===== config.mk =====
export PLATFORM = sky130hd
export DESIGN_NAME = rx_fabric_header_parser
export DESIGN_NICKNAME = d
export VERILOG_FILES = /design/src/rtl/rfhp_pkg.sv /design/src/rtl/rx_fabric_header_parser.sv /design/src/rtl/rfhp_front.sv /design/src/rtl/rfhp_queue.sv /design/src/rtl/rfhp_back.sv
export SDC_FILE = /design/constraint.sdc
export NUM_CORES = 1
export LEC_CHECK = 0
export ABC_AREA = 1
export BUFFER_PORTS_ARGS = -buffer_cell sky130_fd_sc_hd__buf_2
export CORE_MARGIN = 5
export CORE_UTILIZATION = 39
export DETAILED_ROUTE_END_ITERATION = 12
export PLACE_DENSITY = 0.57
export REMOVE_ABC_BUFFERS = 1
export SETUP_SLACK_MARGIN = 0.05
export SLEW_MARGIN = 25
export SYNTH_ARGS = -nofsm -noshare
export SYNTH_HDL_FRONTEND = slang
export SYNTH_SLANG_ARGS = --single-unit

===== constraint.sdc =====
create_clock -name clk_i -period 11.93 [get_ports clk_i]
set_input_delay 1.7895 -clock clk_i [delete_from_list [all_inputs] [get_ports clk_i]]
set_output_delay 1.7895 -clock clk_i [all_outputs]
set_load 0.005 [all_outputs]

===== src/rtl/rfhp_pkg.sv =====
// Shared types and constants for the receive fabric header parser.
// No dependencies; used by every module of the block by scoped names.
package rfhp_pkg;

  localparam int unsigned IDX_W     = 14;
  localparam int unsigned HLEN_W    = 6;
  localparam int unsigned QDEPTH    = 4;
  localparam int unsigned QPTR_W    = $clog2(QDEPTH);
  localparam int unsigned QCNT_W    = $clog2(QDEPTH + 1);

  localparam logic [IDX_W-1:0]  IDX_MAX    = {IDX_W{1'b1}};
  localparam logic [HLEN_W-1:0] FIXED_HDR  = 6'd18;
  localparam logic [HLEN_W-1:0] CRC_KEEP   = 6'd2;
  // last byte at index below this leaves fewer than the minimum frame bytes
  localparam logic [IDX_W-1:0]  SHORT_LAST = 14'd15;

  // header byte positions
  localparam logic [IDX_W-1:0]  POS_SIZE_HI = 14'd0;
  localparam logic [IDX_W-1:0]  POS_SIZE_LO = 14'd1;
  localparam logic [IDX_W-1:0]  POS_PORT_HI = 14'd2;
  localparam logic [IDX_W-1:0]  POS_PORT_MD = 14'd3;
  localparam logic [IDX_W-1:0]  POS_PORT_LO = 14'd4;
  localparam logic [IDX_W-1:0]  POS_SYS_HDR = 14'd9;

  typedef enum logic [1:0] {
    ST_OK              = 2'd0,
    ST_TOO_SMALL       = 2'd1,
    ST_SIZE_MISMATCH   = 2'd2,
    ST_FRAMER_DISABLED = 2'd3
  } status_e;

  // one request handed from the parser to the result stage
  typedef struct packed {
    logic [7:0]        data;
    logic              pass;
    logic              last;
    logic              enable;
    logic              short_frame;
    logic [IDX_W-1:0]  size;
    logic [HLEN_W-1:0] hlen;
    logic [IDX_W-1:0]  pcount;
    logic [15:0]       port;
    logic [7:0]        trap;
    logic              trap_present;
  } entry_t;

  // frame byte position of the trap code for each ext4 code
  function automatic logic [4:0] trap_pos(input logic [1:0] ext4);
    logic [4:0] pos;
    unique case (ext4)
      2'd1:    pos = 5'd18;
      2'd2:    pos = 5'd20;
      2'd3:    pos = 5'd23;
      default: pos = 5'd0;
    endcase
    return pos;
  endfunction

  // header length from the first system-header byte
  function automatic logic [HLEN_W-1:0] hdr_len(input logic [7:0] b);
    logic [HLEN_W-1:0] len;
    len = FIXED_HDR;
    unique case (b[5:4])
      2'd1:    len = len + 6'd3;
      2'd2:    len = len + 6'd5;
      2'd3:    len = len + 6'd8;
      default: len = len;
    endcase
    if (b[7]) len = len + 6'd3;
    if (b[6]) len = len + 6'd5;
    return len;
  endfunction

endpackage


===== src/rtl/rx_fabric_header_parser.sv =====
// Top level of the receive fabric header parser: enable register, parser
// front end, request queue and result stage. Depends on rfhp_pkg and all rfhp_* modules.
//
//   channel   | handshake           | payload
//   ----------+---------------------+-----------------------------------------
//   input     | push / full         | frame_byte_i, frame_last_i
//   result    | empty / pop         | payload_byte_o .. trap_present_o
//   config    | framer_enable_we_i  | framer_enable_wdata_i
//
// One byte is accepted per cycle while the queue is not full; its request is
// written into the queue at the accepting edge and moves on to the result slot
// when that slot is free. Bytes that produce no result never enter the 4-deep
// queue. full follows the queue, so input stalls only when the queue is full;
// the result slot reloads in the cycle it is popped.
// Reset clears frame state, queue and result slot; the enable resets to 0.
module rx_fabric_header_parser (
  input  logic              clk_i,
  input  logic              rst_ni,
  input  logic              framer_enable_we_i,
  input  logic              framer_enable_wdata_i,
  input  logic              push,
  output logic              full,
  input  logic [7:0]        frame_byte_i,
  input  logic              frame_last_i,
  output logic              empty,
  input  logic              pop,
  output logic [7:0]        payload_byte_o,
  output logic              has_byte_o,
  output logic              end_of_frame_o,
  output logic [1:0]        frame_status_o,
  output logic [15:0]       system_port_o,
  output logic [7:0]        trap_value_o,
  output logic              trap_present_o
);

  logic              enable_q;
  logic              accept;
  logic              req_valid;
  rfhp_pkg::entry_t  req, q_head;
  logic              q_full, q_avail, q_take;
  rfhp_pkg::status_e status;

  always_ff @(posedge clk_i or negedge rst_ni) begin
    if (!rst_ni) begin
      enable_q <= 1'b0;
    end else if (framer_enable_we_i) begin
      enable_q <= framer_enable_wdata_i;
    end
  end

  assign full   = q_full;
  assign accept = push && !q_full;

  rfhp_front u_front (
    .clk_i       (clk_i),
    .rst_ni      (rst_ni),
    .enable_i    (enable_q),
    .accept_i    (accept),
    .byte_i      (frame_byte_i),
    .last_i      (frame_last_i),
    .req_valid_o (req_valid),
    .req_o       (req)
  );

  rfhp_queue u_queue (
    .clk_i     (clk_i),
    .rst_ni    (rst_ni),
    .wr_i      (req_valid),
    .wr_data_i (req),
    .full_o    (q_full),
    .avail_o   (q_avail),
    .rd_i      (q_take),
    .rd_data_o (q_head)
  );

  rfhp_back u_back (
    .clk_i          (clk_i),
    .rst_ni         (rst_ni),
    .avail_i        (q_avail),
    .req_i          (q_head),
    .take_o         (q_take),
    .empty_o        (empty),
    .pop_i          (pop),
    .payload_byte_o (payload_byte_o),
    .has_byte_o     (has_byte_o),
    .end_of_frame_o (end_of_frame_o),
    .frame_status_o (status),
    .system_port_o  (system_port_o),
    .trap_value_o   (trap_value_o),
    .trap_present_o (trap_present_o)
  );

  assign frame_status_o = status;

  // a result without a byte must close a frame
  a_nobyte_is_eof: assert property (@(posedge clk_i) disable iff (!rst_ni)
    !empty && !has_byte_o |-> end_of_frame_o)
    else $error("result without byte and without end of frame");

  // a passed byte implies the framer was enabled
  a_byte_not_disabled: assert property (@(posedge clk_i) disable iff (!rst_ni)
    !empty && has_byte_o |-> status != rfhp_pkg::ST_FRAMER_DISABLED)
    else $error("passed byte carries framer disabled status");

  // mid-frame results carry no status
  a_midframe_ok: assert property (@(posedge clk_i) disable iff (!rst_ni)
    !empty && !end_of_frame_o |-> status == rfhp_pkg::ST_OK)
    else $error("status set on a mid-frame result");

  // queue is never written while full
  a_no_overflow: assert property (@(posedge clk_i) disable iff (!rst_ni)
    q_full |-> !req_valid)
    else $error("request written into a full queue");

endmodule


===== src/rtl/rfhp_front.sv =====
// Parser front end: byte counter, header field capture, pass decision.
// Depends on rfhp_pkg; feeds requests into rfhp_queue.
module rfhp_front (
  input  logic             clk_i,
  input  logic             rst_ni,
  input  logic             enable_i,
  input  logic             accept_i,
  input  logic [7:0]       byte_i,
  input  logic             last_i,
  output logic             req_valid_o,
  output rfhp_pkg::entry_t req_o
);

  logic [rfhp_pkg::IDX_W-1:0]  idx_q, idx_d;
  logic [rfhp_pkg::IDX_W-1:0]  size_q, size_d;
  logic [15:0]                 port_q, port_d;
  logic [3:0]                  ext_q, ext_d;
  logic [rfhp_pkg::HLEN_W-1:0] hlen_q, hlen_d;
  logic [7:0]                  trap_q, trap_d;
  logic [rfhp_pkg::IDX_W-1:0]  pcnt_q, pcnt_d;
  logic                        hit;
  logic                        pass;
  logic [rfhp_pkg::HLEN_W-1:0] strip_len;

  always_comb begin
    size_d = size_q;
    port_d = port_q;
    ext_d  = ext_q;
    hlen_d = hlen_q;
    trap_d = trap_q;
    unique case (idx_q)
      rfhp_pkg::POS_SIZE_HI: size_d = {byte_i, size_q[5:0]};
      rfhp_pkg::POS_SIZE_LO: size_d = {size_q[13:6], byte_i[7:2]};
      rfhp_pkg::POS_PORT_HI: port_d = {byte_i[6:0], port_q[8:0]};
      rfhp_pkg::POS_PORT_MD: port_d = {port_q[15:9], byte_i, port_q[0]};
      rfhp_pkg::POS_PORT_LO: port_d = {port_q[15:1], byte_i[7]};
      rfhp_pkg::POS_SYS_HDR: begin
        ext_d  = byte_i[7:4];
        hlen_d = rfhp_pkg::hdr_len(byte_i);
      end
      default: ;
    endcase
    // trap positions all lie past the system header byte, so ext_q is settled
    if (ext_q[1:0] != 2'd0 &&
        idx_q == {{(rfhp_pkg::IDX_W-5){1'b0}}, rfhp_pkg::trap_pos(ext_q[1:0])}) begin
      trap_d = byte_i;
    end
  end

  // header length can only change at index 9, well before any byte passes
  assign strip_len = hlen_q - rfhp_pkg::CRC_KEEP;
  assign hit       = idx_q >= {{(rfhp_pkg::IDX_W-rfhp_pkg::HLEN_W){1'b0}}, strip_len};
  assign pass      = hit && enable_i;
  assign pcnt_d    = (hit && pcnt_q != rfhp_pkg::IDX_MAX) ? pcnt_q + 1'b1 : pcnt_q;
  assign idx_d     = (idx_q != rfhp_pkg::IDX_MAX) ? idx_q + 1'b1 : idx_q;

  assign req_valid_o = accept_i && (pass || last_i);

  always_comb begin
    req_o.data         = byte_i;
    req_o.pass         = pass;
    req_o.last         = last_i;
    req_o.enable       = enable_i;
    req_o.short_frame  = idx_q < rfhp_pkg::SHORT_LAST;
    req_o.size         = size_d;
    req_o.hlen         = hlen_d;
    req_o.pcount       = pcnt_d;
    req_o.port         = port_d;
    req_o.trap         = trap_d;
    req_o.trap_present = ext_d[1:0] != 2'd0;
  end

  always_ff @(posedge clk_i or negedge rst_ni) begin
    if (!rst_ni) begin
      idx_q  <= '0;
      size_q <= '0;
      port_q <= '0;
      ext_q  <= '0;
      hlen_q <= rfhp_pkg::FIXED_HDR;
      trap_q <= '0;
      pcnt_q <= '0;
    end else if (accept_i) begin
      if (last_i) begin
        idx_q  <= '0;
        size_q <= '0;
        port_q <= '0;
        ext_q  <= '0;
        hlen_q <= rfhp_pkg::FIXED_HDR;
        trap_q <= '0;
        pcnt_q <= '0;
      end else begin
        idx_q  <= idx_d;
        size_q <= size_d;
        port_q <= port_d;
        ext_q  <= ext_d;
        hlen_q <= hlen_d;
        trap_q <= trap_d;
        pcnt_q <= pcnt_d;
      end
    end
  end

endmodule


===== src/rtl/rfhp_queue.sv =====
// Short request queue between parser front end and result stage.
// Depends on rfhp_pkg for the request type and depth.
module rfhp_queue (
  input  logic             clk_i,
  input  logic             rst_ni,
  input  logic             wr_i,
  input  rfhp_pkg::entry_t wr_data_i,
  output logic             full_o,
  output logic             avail_o,
  input  logic             rd_i,
  output rfhp_pkg::entry_t rd_data_o
);

  rfhp_pkg::entry_t             mem_q [rfhp_pkg::QDEPTH];
  logic [rfhp_pkg::QPTR_W-1:0]  wptr_q, rptr_q;
  logic [rfhp_pkg::QCNT_W-1:0]  cnt_q;
  logic                         do_wr, do_rd;

  assign full_o    = cnt_q == rfhp_pkg::QCNT_W'(rfhp_pkg::QDEPTH);
  assign avail_o   = cnt_q != '0;
  assign do_wr     = wr_i && !full_o;
  assign do_rd     = rd_i && avail_o;
  assign rd_data_o = mem_q[rptr_q];

  always_ff @(posedge clk_i) begin
    if (do_wr) mem_q[wptr_q] <= wr_data_i;
  end

  always_ff @(posedge clk_i or negedge rst_ni) begin
    if (!rst_ni) begin
      wptr_q <= '0;
      rptr_q <= '0;
      cnt_q  <= '0;
    end else begin
      if (do_wr) wptr_q <= wptr_q + 1'b1;
      if (do_rd) rptr_q <= rptr_q + 1'b1;
      unique case ({do_wr, do_rd})
        2'b10:   cnt_q <= cnt_q + 1'b1;
        2'b01:   cnt_q <= cnt_q - 1'b1;
        default: cnt_q <= cnt_q;
      endcase
    end
  end

endmodule


===== src/rtl/rfhp_back.sv =====
// Result stage: frame status evaluation and registered result slot.
// Depends on rfhp_pkg; drains rfhp_queue.
module rfhp_back (
  input  logic              clk_i,
  input  logic              rst_ni,
  input  logic              avail_i,
  input  rfhp_pkg::entry_t  req_i,
  output logic              take_o,
  output logic              empty_o,
  input  logic              pop_i,
  output logic [7:0]        payload_byte_o,
  output logic              has_byte_o,
  output logic              end_of_frame_o,
  output rfhp_pkg::status_e frame_status_o,
  output logic [15:0]       system_port_o,
  output logic [7:0]        trap_value_o,
  output logic              trap_present_o
);

  logic                       valid_q;
  logic [7:0]                 byte_q;
  logic                       has_q, eof_q, tp_q;
  rfhp_pkg::status_e          status_q, status_d;
  logic [15:0]                port_q;
  logic [7:0]                 trap_q;
  logic [rfhp_pkg::IDX_W-1:0] hlen_ext;

  assign hlen_ext = {{(rfhp_pkg::IDX_W-rfhp_pkg::HLEN_W){1'b0}}, req_i.hlen};

  always_comb begin
    status_d = rfhp_pkg::ST_OK;
    if (req_i.last) begin
      priority if (!req_i.enable)                       status_d = rfhp_pkg::ST_FRAMER_DISABLED;
      else if (req_i.short_frame)                       status_d = rfhp_pkg::ST_TOO_SMALL;
      else if (req_i.size < hlen_ext)                   status_d = rfhp_pkg::ST_TOO_SMALL;
      else if (req_i.size - hlen_ext != req_i.pcount)   status_d = rfhp_pkg::ST_SIZE_MISMATCH;
      else                                              status_d = rfhp_pkg::ST_OK;
    end
  end

  // slot refills in the same cycle it is popped
  assign take_o  = avail_i && (!valid_q || pop_i);
  assign empty_o = !valid_q;

  always_ff @(posedge clk_i or negedge rst_ni) begin
    if (!rst_ni) begin
      valid_q <= 1'b0;
    end else if (take_o) begin
      valid_q <= 1'b1;
    end else if (pop_i) begin
      valid_q <= 1'b0;
    end
  end

  always_ff @(posedge clk_i) begin
    if (take_o) begin
      byte_q   <= req_i.pass ? req_i.data : 8'd0;
      has_q    <= req_i.pass;
      eof_q    <= req_i.last;
      status_q <= status_d;
      port_q   <= req_i.port;
      trap_q   <= req_i.trap;
      tp_q     <= req_i.trap_present;
    end
  end

  assign payload_byte_o = byte_q;
  assign has_byte_o     = has_q;
  assign end_of_frame_o = eof_q;
  assign frame_status_o = status_q;
  assign system_port_o  = port_q;
  assign trap_value_o   = trap_q;
  assign trap_present_o = tp_q;

endmodule


==> results of run 1 <==
final cells by class:
| class | count | area, um2 |
|---|---|---|
| inverters | 177 | 668.1 |
| repair buffers | 67 | 384.1 |
| diodes | 1 | 2.502 |
| flip-flops and latches | 404 | 11720 |
| multi-input cells | 961 | 5064 |
| well taps | 600 | 750.7 |
| fillers | 4151 | 25110 |
| clock inverters | 24 | 350.3 |
| clock buffers | 56 | 1135 |
cells by family after synthesis:
logic type,count (synthesis),synth area share
AO/OA/AOI/OAI,322,0.1074
adder cells (fa/ha/maj),31,0.02318
flip-flops,404,0.6618
AND/OR/NAND/NOR,577,0.1380
XOR/XNOR,29,0.01434
multiplexers,2,0.001201
buffers and inverters,239,0.05412
worst reg2reg max path, cell delays in order (launching register included):
cell                      delay (ps)
sky130_fd_sc_hd__dfstp_2         560
sky130_fd_sc_hd__inv_1            60
sky130_fd_sc_hd__ha_1            220
sky130_fd_sc_hd__nand2_1          90
sky130_fd_sc_hd__xor2_1           70
sky130_fd_sc_hd__ha_1            300
sky130_fd_sc_hd__nand2_1         100
sky130_fd_sc_hd__nor3_1          190
sky130_fd_sc_hd__nand3_1         110
sky130_fd_sc_hd__nand4_1         140
sky130_fd_sc_hd__nand2_1          60
sky130_fd_sc_hd__inv_1           240
sky130_fd_sc_hd__o21ai_2         260
sky130_fd_sc_hd__nor2_4          580
sky130_fd_sc_hd__buf_4           770
state kept, by name, summed over array words and instances (netlist names):
signal                 cells
u_front.hlen_q             6
u_queue.rptr_q             2
u_queue.mem_q            284
u_front.port_q            16
u_back.end_of_frame_o      1
enable_q                   1
u_front.pcnt_q            14
u_back.trap_present_o      1
u_back.has_byte_o          1
u_front.ext_q              2
u_back.valid_q             1
u_front.idx_q             14
u_back.frame_status_o      2
u_back.payload_byte_o      8
u_queue.cnt_q              3
u_front.size_q            14
u_queue.wptr_q             2
u_back.system_port_o      16
u_front.trap_q             8
u_back.trap_value_o        8
path summary, 6_finish.rpt:
kind                                          startpoint                              to  slack, ps  cells after the start
max                        u_front.hlen_q[1]$_DFFE_PN1P_  u_queue.mem_q[2][21]$_DFFE_PP_       7770                     14
min                         u_queue.cnt_q[0]$_DFFE_PN0P_    u_queue.cnt_q[0]$_DFFE_PN0P_        470                      1
min reg2reg                 u_queue.cnt_q[0]$_DFFE_PN0P_    u_queue.cnt_q[0]$_DFFE_PN0P_        470                      1
max reg2reg                u_front.hlen_q[1]$_DFFE_PN1P_  u_queue.mem_q[2][21]$_DFFE_PP_       7770                     14
min in group asynchronous                         rst_ni   u_front.pcnt_q[7]$_DFFE_PN0P_       1090                      1
max in group asynchronous                         rst_ni   u_queue.rptr_q[0]$_DFFE_PN0P_       9840                      2
metal layers:
metal	GRT usage	part of all wire	routed length, um
met2	0.2616	0.47	19000
met4	0.04743	0.024	973
met1	0.2298	0.47	19040
met5	0	0	0
met3	0.02658	0.042	1701
cell usage in the layout (no fill, tap or decap), types with 9 or more instances in the layout:
cell / instances
sky130_fd_sc_hd__nand3_1: 70
sky130_fd_sc_hd__buf_4: 12
sky130_fd_sc_hd__clkinv_1: 9
sky130_fd_sc_hd__dfrtp_1: 79
sky130_fd_sc_hd__nand2_1: 294
sky130_fd_sc_hd__clkbuf_16: 43
sky130_fd_sc_hd__o22ai_1: 81
sky130_fd_sc_hd__inv_1: 165
sky130_fd_sc_hd__o21ai_1: 28
sky130_fd_sc_hd__xor2_1: 23
sky130_fd_sc_hd__clkbuf_1: 12
sky130_fd_sc_hd__nor3_1: 9
sky130_fd_sc_hd__a21oi_1: 32
sky130_fd_sc_hd__nor2_2: 9
sky130_fd_sc_hd__o21ai_0: 138
sky130_fd_sc_hd__nor2_1: 155
sky130_fd_sc_hd__inv_2: 9
sky130_fd_sc_hd__ha_1: 28
sky130_fd_sc_hd__edfxtp_1: 321
sky130_fd_sc_hd__buf_2: 52
through the flow:
step                std cells  power (mW)  worst slack, ps
floorplan                1542       3.109             5846
global placement         2209       3.661             7700
detailed placement       2209       3.674             7694
CTS                      2289       5.090             7731
global route             2289       5.391             7372
finish                   2290       5.038             7771
where the power goes:
group	internal, mW	total, mW	switching (mW)	leakage [nW]
registers	1.87	1.94	0.0729	4.09
clock network	0.852	1.40	0.553	0.717
logic	0.509	1.69	1.18	3.01
total	3.23	5.04	1.81	7.81
==> impl_summary.txt, run 1 <==
----------------------------------------------------
[Status]
  Result of the run ... finished clean

[Job]
  Max-cap violation count ... 0

[Worst setup path]
  Crit path largest cell delay ... about 770 ps
  Most prevalent standard cell on the critical path ... sky130_fd_sc_hd__nand2_1
  Kind of start point of the critical path ... flop
  Arrival time at the worst endpoint ... 4340 ps
  CP Class ... reg2reg
  Crit-path slowest cell ... sky130_fd_sc_hd__buf_4
  Cell Chain, Critical Path ... inv_1 -> ha_1 -> nand2_1 -> xor2_1 -> ha_1 -> nand2_1 -> nor3_1 -> nand3_1 -> nand4_1 -> nand2_1 -> inv_1 -> o21ai_2 -> nor2_4 -> buf_4
  Critical Path RT ... 12110 ps
  Buf/Inv on CP ... 3
  CP top delay family ... simple AND/OR/NAND/NOR gates
  Critical Path End Type ... flop
  Largest fanout of any net on the critical path ... 53

[Routing]
  Count of routing violations after the opening detailed-route iteration ... 834
  Final routed DRC violation total ... 0
  Total via count after detailed routing ... 11621
  Count of TritonRoute iterations in the first routing pass ... 6
  Final wirelength ... 40720 um
  Routed Antenna Nets ... 0
  Avg WL per Cell ... 17.78 um
  Routed via count divided by cell count ... 5.075

[Floorplanning]
  X dimension of the die ... 223.1 um
  Die Span Y ... 223.1 um
  Initial core utilization ... 0.3919
  Core region area ... 0.04519 mm2
  Die ar. ... 0.04977 mm2
  I/O pin cnt ... 54
  Site row count ... 78

[Synth]
  Largest area contributor in the synthesized netlist ... sky130_fd_sc_hd__edfxtp_1
  Area share of the leading cell type in the synthesized netlist ... 0.5443
  Biggest area contributors in the synthesized netlist ... sky130_fd_sc_hd__edfxtp_1 (54%), sky130_fd_sc_hd__dfrtp_1 (11%), sky130_fd_sc_hd__nand2_1 (6.2%), sky130_fd_sc_hd__o21ai_0 (3.9%), sky130_fd_sc_hd__inv_1 (3.5%)
  Distinct cells, synth ... between 50 and 60
  Post-synthesis area per instance ... 11.04 um2
  Number of register bits inferred by synthesis ... a little over 400
  Top post-synthesis cells by count ... sky130_fd_sc_hd__edfxtp_1 (321), sky130_fd_sc_hd__nand2_1 (294), sky130_fd_sc_hd__inv_1 (167)
  Post-synthesis instance total ... approximately 1600
  Synth Warn # ... 0
  Number of enable flip-flop cells after synthesis ... 321
  FFs w/ async S/R, synth ... 0.2054
  Dominant cell by count in the synthesized netlist ... sky130_fd_sc_hd__edfxtp_1
  Area of the mapped netlist ... 0.01771 mm2
  Sequential cell area fraction in the yosys report ... 0.6618
  Most used flip-flop cell after synthesis ... sky130_fd_sc_hd__edfxtp_1

[Placed design]
  Routability congestion estimate ... 0.8173
  Placed cell areas ... 0.01859 mm2
  Port bufs ... 53
  DPL Wire Length ... 24280 um

[Finish]
  Post-layout nets ... 1700
  Finished Core Util ... 0.4443
  Cell area after layout ... 0.02008 mm2
  Share of cells above drive strength 1 ... 0.1101
  Area Growth Syn to Fin ... 13.38%

[STA]
  Worst-case headroom to the max-slew limit ... 0.3888
  Final critical delay including setup and external delays ... 4159 ps
  Post-Route Hold Slack ... 473.8 ps
  Setup skew after layout ... 15.24 ps
  Setup violation total in the final timing report ... 0
  Slew at the pin closest to its max-slew limit ... approximately 920 ps
  Max-slew violation count ... 0
  Final worst-path cycle share ... 0.3486
  Number of hold violations in the final report ... 0
  RSZ-0062 raised after global routing ... false
  Upper clock frequency limit ... about 240 MHz
  Setup TNS ... 0 ps

[CTS]
  Later-pin clock latency in the skew report ... 560 ps
  Cts hold-fix bufs ... 0
  Clk buf depth ... 3
  H-tree lvl count ... 2
  Sinks on Clock Net ... between 400 and 500
  TritonCTS clock tree ... built
  Clock slew seen by the registers of the worst setup and hold paths ... approximately 60 ps
  CTS Buf Count ... 43
  Quantity of gates resized following cts ... 0
  Number of buffers inserted to repair setup after CTS ... 0
  Root Driver ... sky130_fd_sc_hd__clkbuf_16

[Pwr]
  Total power density per cell area ... 250.9 mW/mm2
  Leakage ... just under 8 nW
  Worst VDD drop ... between 0.15 and 0.2 mV

[Global route]
  Residual overflow from global routing ... 0
  Global Route Usage Sum ... 0.1627
  Via count of the first global-routing pass ... 11512
  Largest net degree at the start of global routing ... 91
  First-pass GRT wire length ... approximately 65000 um
  Antenna violations before repair ... 0

[Min path]
  Min-delay worst type ... reg2reg

----------------------------------------------------
Power figures use the tool's default switching activity.
==> run 2, diff against run 1 <==
Clock period 11.93 ns to 4.1 ns, I/O delays scaled along.
==> impl_summary.txt, run 2 (same netlist as run 1, synthesis figures left out) <==
----------------------------------------------------
[Worst setup path]
  Kind of start point of the critical path ... flop
  Crit path largest cell delay ... 560 ps (-210 ps)
  Critical Path End Type ... flop
  CP Class ... reg2reg
  Cell Chain, Critical Path ... inv_1 -> ha_1 -> nand2_1 -> xor2_1 -> ha_1 -> nand2_1 -> nor2_1 -> o21ai_0 -> nand4_1 -> nand2_1 -> inv_1 -> o21ai_2 -> buf_4 -> ha_1 -> inv_1 -> fa_1 -> a21oi_1 -> o21ai_0 -> xor2_1
  Largest fanout of any net on the critical path ... 8 (-85%)
  Crit-path slowest cell ... sky130_fd_sc_hd__dfstp_2
  Arrival time at the worst endpoint ... 3850 ps (-490 ps)
  Critical Path RT ... 4550 ps (-7560 ps)

[Global route]
  Residual overflow from global routing ... 0 (unchanged)
  First-pass GRT wire length ... 64350 um (-1.7%)
  Antenna violations before repair ... 0 (unchanged)
  Largest net degree at the start of global routing ... 72 (-21%)
  Global Route Usage Sum ... 0.1617 (-0.001023)
  Via count of the first global-routing pass ... 11289 (-1.9%)

[Finish]
  Share of cells above drive strength 1 ... 0.1217 (+0.01157)
  Post-layout instance count excluding filler cells ... 2301 (+0.48%)
  Number of flip-flops under the largest register name ... 284 (unchanged)
  Commonest non-fill, non-tap cells in the layout ... sky130_fd_sc_hd__edfxtp_1 (321), sky130_fd_sc_hd__nand2_1 (294), sky130_fd_sc_hd__inv_1 (166)
  Post-layout nets ... 1712 (+0.71%)
  Area occupied by registers ... 0.01172 mm2 (unchanged)
  Cell area after layout ... 0.02026 mm2 (+0.90%)
  Number of antenna diodes ... 0 (-1)
  Area Growth Syn to Fin ... 14.41%
  Fill cell total of the finished layout ... 4170 (+0.46%)
  Largest register by flop count ... u_queue.mem_q
  Finished Core Util ... 0.4484 (+0.004015)
  Most common library cell in the layout ignoring fill and taps ... sky130_fd_sc_hd__edfxtp_1
  Area taken by multi-input logic gates ... 0.005064 mm2 (unchanged)

[STA]
  Final worst-path cycle share ... 0.8287 (+0.4801)
  RSZ-0062 raised after global routing ... false
  Max-slew violation count ... 0 (unchanged)
  Upper clock frequency limit ... 294.3 MHz (+22%)
  Final critical delay including setup and external delays ... 3398 ps (-761.6 ps)
  Worst-case headroom to the max-slew limit ... 0.4164 (+0.02762)
  Number of hold violations in the final report ... 0 (unchanged)
  Slew at the pin closest to its max-slew limit ... 874.4 ps (-42.40 ps)
  Setup skew after layout ... 16.60 ps (+1.361 ps)
  Setup violation total in the final timing report ... 0 (unchanged)
  Post-Route Hold Slack ... 39.17 ps (-434.6 ps)

[Floorplanning]
  Die ar. ... 0.04977 mm2 (unchanged)
  Die Span Y ... 223.1 um (unchanged)
  Site row count ... 78 (unchanged)
  Initial core utilization ... 0.3919 (unchanged)
  I/O pin cnt ... 54 (unchanged)
  Core region area ... 0.04519 mm2 (unchanged)
  X dimension of the die ... 223.1 um (unchanged)

[Routing]
  Routed Antenna Nets ... 0 (unchanged)
  Avg WL per Cell ... 17.54 um (-1.4%)
  Total via count after detailed routing ... 11661 (+0.34%)
  Final wirelength ... 40350 um (-0.89%)
  Count of routing violations after the opening detailed-route iteration ... 844 (+1.2%)
  Final routed DRC violation total ... 0 (unchanged)
  Count of TritonRoute iterations in the first routing pass ... 5 (-1)
  Routed via count divided by cell count ... 5.068 (-0.14%)

[Pwr]
  Leakage ... 7.927 nW (+1.5%)
  Overall power after layout ... 14.73 mW (+190%)
  Worst VDD drop ... 0.4565 mV (+200%)
  Total power density per cell area ... 726.9 mW/mm2 (+190%)

[CTS]
  Number of buffers inserted to repair setup after CTS ... 0 (unchanged)
  Clk buf depth ... 3 (unchanged)
  Later-pin clock latency in the skew report ... 580 ps (+20 ps)
  CTS Buf Count ... 43 (unchanged)
  Cts hold-fix bufs ... 0 (unchanged)
  Sinks on Clock Net ... 404 (unchanged)
  Clock slew seen by the registers of the worst setup and hold paths ... 60 ps (about the same)
  Root Driver ... sky130_fd_sc_hd__clkbuf_16
  Quantity of gates resized following cts ... 0 (unchanged)
  H-tree lvl count ... 2 (unchanged)
  TritonCTS clock tree ... built

[Placed design]
  Port bufs ... 53 (unchanged)
  DPL Wire Length ... 25280 um (+4.1%)
  Routability congestion estimate ... 0.8466 (+3.6%)
  Number of placed cells counting well taps ... 2221 (+0.54%)
  Placed cell areas ... 0.01872 mm2 (+0.71%)

[Min path]
  Min-delay worst type ... in2async

[Status]
  Result of the run ... finished clean

[Job]
  Max-cap violation count ... 0 (unchanged)

----------------------------------------------------
run 2: changes by cell type in the layout (fill, tap and decap cells not counted), sizes merged:
cell and change:
clkinv -1, bufinv -1, buf +12, clkbuf +3, diode -1, clkinvlp -1
run 2: worst max-delay path, delay by kind of cell, from the launching register on:
family                   cells  cell delay, ps
buffers and inverters        4             420
adder cells (fa/ha/maj)      4            1040
AND/OR/NAND/NOR              5             510
XOR/XNOR                     2             320
flip-flops                   1             560
AO/OA/AOI/OAI                4             430
run 2: worst paths after layout:
path / startpoint / end / slack (ps) / cells past startpoint
worst max-delay path: u_front.hlen_q[1]$_DFFE_PN1P_ / u_queue.cnt_q[2]$_DFFE_PN0P_ / 700 / 19
worst min-delay path: rst_ni / u_front.pcnt_q[4]$_DFFE_PN0P_ / 40 / 1
worst max register to register: u_front.hlen_q[1]$_DFFE_PN1P_ / u_queue.cnt_q[2]$_DFFE_PN0P_ / 700 / 19
worst min register to register: u_queue.cnt_q[0]$_DFFE_PN0P_ / u_queue.cnt_q[0]$_DFFE_PN0P_ / 490 / 1
max in group asynchronous: rst_ni / u_front.size_q[2]$_DFFE_PN0P_ / 3300 / 2
min in group clk_i: framer_enable_wdata_i / enable_q$_DFFE_PN0P_ / 280 / 2
run 2: layout make-up:
| type | instances | share of cell area |
|---|---|---|
| inverter | 177 | 0.03298 |
| multi-input combinational | 961 | 0.2499 |
| clock buffer | 59 | 0.06052 |
| timing repair buffer | 79 | 0.02551 |
| clock inverter | 21 | 0.01532 |
| tap | 600 | 0.03706 |
| sequential | 404 | 0.5787 |
run 2: metrics by stage:
| step | setup slack (ps) | TNS (ps) |
|---|---|---|
| 4_1_cts | 640.9 | 0 |
| 3_5_place_dp | 664.2 | 0 |
| 6_report | 702.3 | 0 |
| 2_1_floorplan | -1306 | -369300 |
| 3_3_place_gp | 769.6 | 0 |
| 5_1_grt | 431.4 | 0 |
run 2: per-layer routing:
metal,share of wire,global-route usage,vias up
li1,-,-,5681
met2,0.48,0.2623,236
met5,0,0,-
met1,0.45,0.2241,5688
met3,0.048,0.02592,56
met4,0.026,0.05277,0
run 2: power breakdown:
group | internal (mW) | switching [mW]
clock | 2.55 | 1.60
combinational | 1.53 | 3.37
sequential | 5.44 | 0.243
